### src/sv/ffa_pkg.sv
// Shared types, constants and codes of the first-fit arena allocator.
`timescale 1ns / 1ps
package ffa_pkg;

  localparam int POOL_BYTES   = 65536;
  localparam int FREE_SLOTS   = 16;
  localparam int HEADER_BYTES = 24;

  localparam int REQ_W   = 17;
  localparam int ADDR_W  = 32;
  localparam int OFF_W   = $clog2(POOL_BYTES);
  localparam int GRAN_W  = OFF_W - 3;
  localparam int GRANULES = POOL_BYTES / 8;
  localparam int SIZE_W  = $clog2(POOL_BYTES + 1);
  localparam int TOT_W   = $clog2((2 ** REQ_W) + HEADER_BYTES + 7);
  localparam int BIG_W   = ((TOT_W > SIZE_W) ? TOT_W : SIZE_W) + 1;
  localparam int USE_W   = (SIZE_W > 17) ? SIZE_W : 17;
  localparam int IDX_W   = (FREE_SLOTS > 1) ? $clog2(FREE_SLOTS) : 1;
  localparam int CNT_W   = $clog2(FREE_SLOTS + 1);
  localparam int CMP_W   = (CNT_W > 5) ? CNT_W : 5;
  localparam int MARK_W  = 1 + SIZE_W;

  localparam int IN_DATA_W  = 56;
  localparam int OUT_DATA_W = 40;

  typedef enum logic [1:0] {
    REG_POOL_BASE    = 2'd0,
    REG_USABLE_BYTES = 2'd1,
    REG_FREE_LIMIT   = 2'd2,
    REG_NONE         = 2'd3
  } reg_e;

  typedef enum logic [1:0] {
    KIND_ALLOC  = 2'd0,
    KIND_FREE   = 2'd1,
    KIND_RESET  = 2'd2,
    KIND_UNUSED = 2'd3
  } kind_e;

  typedef enum logic [2:0] {
    ST_OK        = 3'd0,
    ST_ZERO_SIZE = 3'd1,
    ST_NO_MEM    = 3'd2,
    ST_NULL      = 3'd3,
    ST_BAD_HDR   = 3'd4,
    ST_LIST_FULL = 3'd5
  } status_e;

  typedef enum logic [2:0] {
    S_CLEAR,
    S_IDLE,
    S_SCAN,
    S_ALLOC,
    S_FREE_CHK
  } state_e;

  typedef struct packed {
    logic              vld;
    logic [TOT_W-1:0]  total;
    logic              found;
    logic [IDX_W-1:0]  idx;
    logic [OFF_W-1:0]  off;
    logic [OFF_W-1:0]  last_off;
    logic [SIZE_W-1:0] last_size;
  } tok_t;

  typedef struct packed {
    logic              en;
    logic [IDX_W-1:0]  idx;
    logic [OFF_W-1:0]  off;
    logic [SIZE_W-1:0] size;
  } cell_wr_t;

endpackage

### src/sv/ffa_cell.sv
// One free-list cell: holds one entry and passes the search token along.
`timescale 1ns / 1ps
module ffa_cell (
  input  logic                  clk_i,
  input  logic                  rst_ni,
  input  logic [ffa_pkg::CNT_W-1:0] cell_idx_i,
  input  logic [ffa_pkg::CNT_W-1:0] cnt_i,
  input  ffa_pkg::cell_wr_t     wr_i,
  input  ffa_pkg::tok_t         tok_i,
  output ffa_pkg::tok_t         tok_o
);
  import ffa_pkg::*;

  logic [OFF_W-1:0]  off_q;
  logic [SIZE_W-1:0] size_q;
  tok_t              tok_d, tok_q;
  logic              in_list;
  logic              is_last;
  logic              fits;

  assign in_list = cell_idx_i < cnt_i;
  assign is_last = ({1'b0, cell_idx_i} + (CNT_W + 1)'(1)) == {1'b0, cnt_i};
  assign fits    = BIG_W'(size_q) >= BIG_W'(tok_i.total);

  always_comb begin
    tok_d = tok_i;
    if (tok_i.vld && in_list) begin
      if (!tok_i.found && fits) begin
        tok_d.found = 1'b1;
        tok_d.idx   = cell_idx_i[IDX_W-1:0];
        tok_d.off   = off_q;
      end
      if (is_last) begin
        tok_d.last_off  = off_q;
        tok_d.last_size = size_q;
      end
    end
  end

  always_ff @(posedge clk_i or negedge rst_ni) begin
    if (!rst_ni) begin
      tok_q <= '0;
    end else begin
      tok_q <= tok_d;
    end
  end

  always_ff @(posedge clk_i) begin
    if (wr_i.en && (wr_i.idx == cell_idx_i[IDX_W-1:0])) begin
      off_q  <= wr_i.off;
      size_q <= wr_i.size;
    end
  end

  assign tok_o = tok_q;

endmodule
### config.mk
export PLATFORM = sky130hd
export DESIGN_NAME = ffa_cell
export DESIGN_NICKNAME = d
export VERILOG_FILES = /design/src/sv/ffa_pkg.sv /design/src/sv/ffa_cell.sv
export SDC_FILE = /design/constraint.sdc
export NUM_CORES = 1
export LEC_CHECK = 0
export ABC_CLOCK_PERIOD_IN_PS = 3500
export BUFFER_PORTS_ARGS = -buffer_cell sky130_fd_sc_hd__buf_4
export CAP_MARGIN = 30
export CORE_ASPECT_RATIO = 0.9
export CORE_UTILIZATION = 27
export DETAILED_ROUTE_END_ITERATION = 6
export GPL_TIMING_DRIVEN = 0
export PLACE_DENSITY = 0.59
export RECOVER_POWER = 100
export SLEW_MARGIN = 15
export SYNTH_ARGS = -nofsm -noshare
export SYNTH_HDL_FRONTEND = slang
export SYNTH_SLANG_ARGS = --single-unit
export TNS_END_PERCENT = 50
### constraint.sdc
create_clock -name clk_i -period 3.5 [get_ports clk_i]
set_input_delay 0.35 -clock clk_i [delete_from_list [all_inputs] [get_ports clk_i]]
set_output_delay 0.35 -clock clk_i [all_outputs]
set_load 0.01 [all_outputs]
## Yosys cells after proc, flatten, opt, wreduce, memory -nomap -nowiden

Cells that the tools add are included.

- $add $sub $neg: 1
- Reductions and logical operators: 4
- Order comparisons: 2
- Eq/ne operators: 2
- Muxes and demuxes: 3

Operator list:

| operator | number |
|---|---|
| two-way mux 54 bit | 1 |
| two-way mux 33 bit | 1 |
| two-way mux 21 bit | 1 |
| >= comparator 17 x 18 -> 1 bit | 1 |
| adder 5 x 1 -> 6 bit, second input constant | 1 |
| equality test 6 x 5 -> 1 bit | 1 |
| less-than comparator 5 bit | 1 |
| equality test 4 bit | 1 |
| logical AND 1 bit | 3 |
| zero test 1 bit | 1 |

- Register bits after elaboration: 106
- Word-level logic and storage cells: 21

## Longest topological paths before layout

- Depth after elaboration: 4
- Gate-level depth with buffers: 9
- Mapped depth without buffers: 8

## Worst setup path before layout

OpenSTA, ideal clock, no wires.

- Path kind: in2reg
- Start point: in cell_idx_i[2] in the netlist's numbering
- End point: reg off_q[0] (enable)
- Setup slack: -0.776 ns
- Cell stages on the path: 2
- Arrival time: 3.770 ns
- Buffers on the path: 0
- Path through: xor2_1 -> nor4_1

- Word-level cells in the longest chain between the ends: 2

RTL lines:

| element | RTL line | RTL |
|---|---|---|
| from (decl) | ffa_cell.sv:6 | `input logic [ffa_pkg::CNT_W-1:0] cell_idx_i,` |
| equality test 4 bit | ffa_cell.sv:49 | `if (wr_i.en && (wr_i.idx == cell_idx_i[IDX_W-1:0])) begin` |
| logical AND 1 bit | ffa_cell.sv:49 |  |
| to (signal assigned) | ffa_cell.sv:50 | `off_q <= wr_i.off;` |
| to (decl) | ffa_cell.sv:14 | `logic [OFF_W-1:0] off_q;` |

Every way passes these cells.
A chain may end at the register's enable or synchronous reset.

## Worst setup path after layout

- Start point: in cell_idx_i[2] in the netlist's numbering
- End point: reg size_q[16] (enable)

- Word-level cells in the longest chain between the ends: 2

RTL lines:

| element | RTL line | RTL |
|---|---|---|
| equality test 4 bit | ffa_cell.sv:49 |  |
| logical AND 1 bit | ffa_cell.sv:49 |  |
| to (signal assigned) | ffa_cell.sv:51 | `size_q <= wr_i.size;` |
| to (decl) | ffa_cell.sv:15 | `logic [SIZE_W-1:0] size_q;` |

Every way passes these cells.

==> flow_summary.yaml <==
sta:
  hold_ws_ns: 0.134
  max_freq_ghz: 0.370
  skew_ns: 0.00778
  finalSetupTns_ns: 0
  setup_viol: 0
  hold_violations: 0
  setup_slack_ns: 0.794
  period_needed_ns: 2.71
  tightest_slew_ns: 1.61
  rsz0062_at_grt: "no"
  finalCritPeriodShare_pct: 77.3
  max_slew_margin_pct: -7.65
  maxSlewViolCount: 27
place:
  pre_cts_ws_ns: 0.871
  place_congestion: 0.758
  hpwl_mm: 8.01
  portBuffers: 195
  dp.cells: 662
clocking:
  cts_sinks: 106
  ctsLongestPathBuffers: 2
  insertion_delay_ns: 0.35
  clockRootBuffer: "clkbuf_16"
  cts-htree-levels: 3
  numCtsBuffers: 9
  cts.repair.resized: 0
  cts_tree: "yes"
  path_clk_slew_ns: 0.07
routing:
  viasPerCell: 4.20
  routedWlPerCell_um: 15.2
  dr_wl_met3_um: 722
  top_layer_used: "met4"
  route.met2.wl_mm: 5.00
  met1_length_mm: 4.46
  wirelength_mm: 10.3
  detail_route.first_pass.iterations: 2
  dr_total_vias: 2856
  drc: 0
  ant_nets: 0
  drtIter0Drc: 86
critical_path:
  timing.reg2reg.setup_slack_ns: 0.95
  critPathCaptureType: "register"
  critPathMaxFanout: 11
  worst-endpoint-required_ns: 3.55
  cp-start-kind: "input pin"
  r2r_cells: 8
  reg2reg_from: "size_q[9]"
  cp.arrival_ns: 2.76
  regToRegEndpoint: "tok_o[34]"
  crit_type: "in2reg"
synthesis:
  synth_top_area_cell: "dfrtp_1"
  synth_async_sr_flop_share_pct: 68.9
  synthCells: 262
  synth.area.top_cells: "dfrtp_1 (42%), edfxtp_1 (23%), mux2_4 (10%)"
  ys_ff_latch: 106
  yosysMostFrequentCell: "dfrtp_1"
  syn_nets: 408
  synthFlopType: "dfrtp_1"
  syn_area_per_cell_um2: 16.4
  ys_seq_area_share_pct: 65.4
  synth_edf_count: 33
  synth_commonest_cells: "dfrtp_1 (73), edfxtp_1 (33), mux2_4 (30), inv_1 (24), mux2_2 (24)"
  synth_top_area_share_pct: 42.4
  synth_area_um2: 4310
  yosysWarnings: 0
  synth.distinct_cells: 33
power_and_ir_drop:
  vdd_ir_drop_max_mv: 0.214
  p_leak_nw: 2.59
  p_per_area_nw_per_um2: 445
finish:
  diodes: 0
  drive_above_1_share_pct: 32.6
  fin_nets: 619
  fin_cells: 680
  utilization_pct: 38.1
  syn_to_final_growth_pct: 37.2
floorplanning:
  dieArea_um2: 16500
  die_h_um: 122
  start_util_pct: 27.8
  fp.dieW_um: 135
  rows: 43
  core-area_um2: 15500
  ioPinCount: 196
global_route:
  grt_pass1_wl_mm: 15.7
  grt_overflow: 0
  antenna_found_initial: 0
  grt_usage_pct: 12.7
  grt_pass1_vias: 3066
  grt_max_degree: 74
worst_hold_path:
  hold_end: "tok_o[67]"
  holdPathStages: 1
  holdCritPathClass: "in2reg"
  worstHoldStart: "tok_i[67]"
outcome:
  status: "finished, violations left"
  violations: "capacitance limit, slew limit"
flow_run:
  cap_violations: 1
==> area by class of cell <==
type | count | area, µm²
clock buffers | 10 | 229
well taps | 202 | 253
flip-flops and latches | 106 | 2820
repair buffers | 200 | 1190
multi-input cells | 127 | 1240
inverters | 24 | 90.1
fillers | 1600 | 9590
plain buffers | 5 | 26.3
clock inverters | 6 | 55.1
==> power by group <==
group          internal [mW]  switching, mW
clock network          0.498          0.466
registers               1.34         0.0190
logic                  0.160          0.144
total                   2.00          0.629
==> timing repair <==
item,CTS,global route
setup endpoints to repair,0,0
endpoints found under the hold margin,0,26
buffers inserted,0,0
hold buffers,0,1
==> worst max-delay path, cell delays in order <==
cell and delay [ns]:
clkbuf_1 0.29, xor2_1 0.12, nor4_1 1.19, clkbuf_1 0.55, buf_6 0.25
==> placed cells by master (no fill, tap or decap), types with 2 or more instances in the layout <==
| master | n |
|---|---|
| inv_6 | 3 |
| nand2b_1 | 2 |
| a21oi_1 | 4 |
| nand4_1 | 2 |
| xor2_1 | 5 |
| nand3b_1 | 2 |
| a211oi_1 | 3 |
| nand3_1 | 5 |
| clkbuf_16 | 9 |
| a21o_1 | 2 |
| o21ai_0 | 3 |
| clkinv_4 | 2 |
| ha_1 | 23 |
| inv_1 | 24 |
| clkbuf_1 | 93 |
| mux2_2 | 24 |
| dfrtp_1 | 73 |
| buf_4 | 69 |
| clkbuf_4 | 41 |
| mux2_1 | 27 |
| nand2_1 | 5 |
| xnor2_1 | 5 |
| edfxtp_1 | 33 |
| mux2_4 | 3 |
==> per-stage QoR <==
step / cell area (µm²) / power [mW]
after detailed placement: 6080 / 1.76
after floorplan: 4310 / 1.52
after CTS: 6360 / 2.74
after global placement: 6030 / 1.75
after global routing: 5910 / 2.76
final: 5910 / 2.63
==> kinds of logic after synthesis <==
group / synth area share (%)
multiplexers: 16.7
adder cells (fa/ha/maj): 6.68
XOR/XNOR: 2.03
AND/OR/NAND/NOR: 3.20
buffers and inverters: 3.22
AO/OA/AOI/OAI: 2.70
flip-flops: 65.4
==> registers in the layout, summed over array words and instances (netlist names) <==
| signal | flops |
|---|---|
| size_q | 17 |
| tok_o | 73 |
| off_q | 16 |
==> per-layer routing <==
| metal | vias to the layer above | GRT usage [%] |
|---|---|---|
| li1 | 1347 | - |
| met1 | 1391 | 15.1 |
| met2 | 107 | 21.7 |
| met3 | 11 | 3.62 |
| met4 | 0 | 5.06 |
| met5 | - | 0 |
==> worst max-delay path by stage <==
stage	from	end	slack (ns)	cells past startpoint
after detailed placement	cell_idx_i[1]	tok_o[30]	0.87	9
after global placement	cell_idx_i[2]	size_q[16]	-1.01	3
after CTS	size_q[7]	tok_o[46]	0.99	8
after global routing	cell_idx_i[2]	off_q[7]	0.51	5
final	cell_idx_i[2]	size_q[16]	0.79	5
after floorplan	cell_idx_i[2]	off_q[0]	0.61	2
Power figures use the tool's default switching activity.
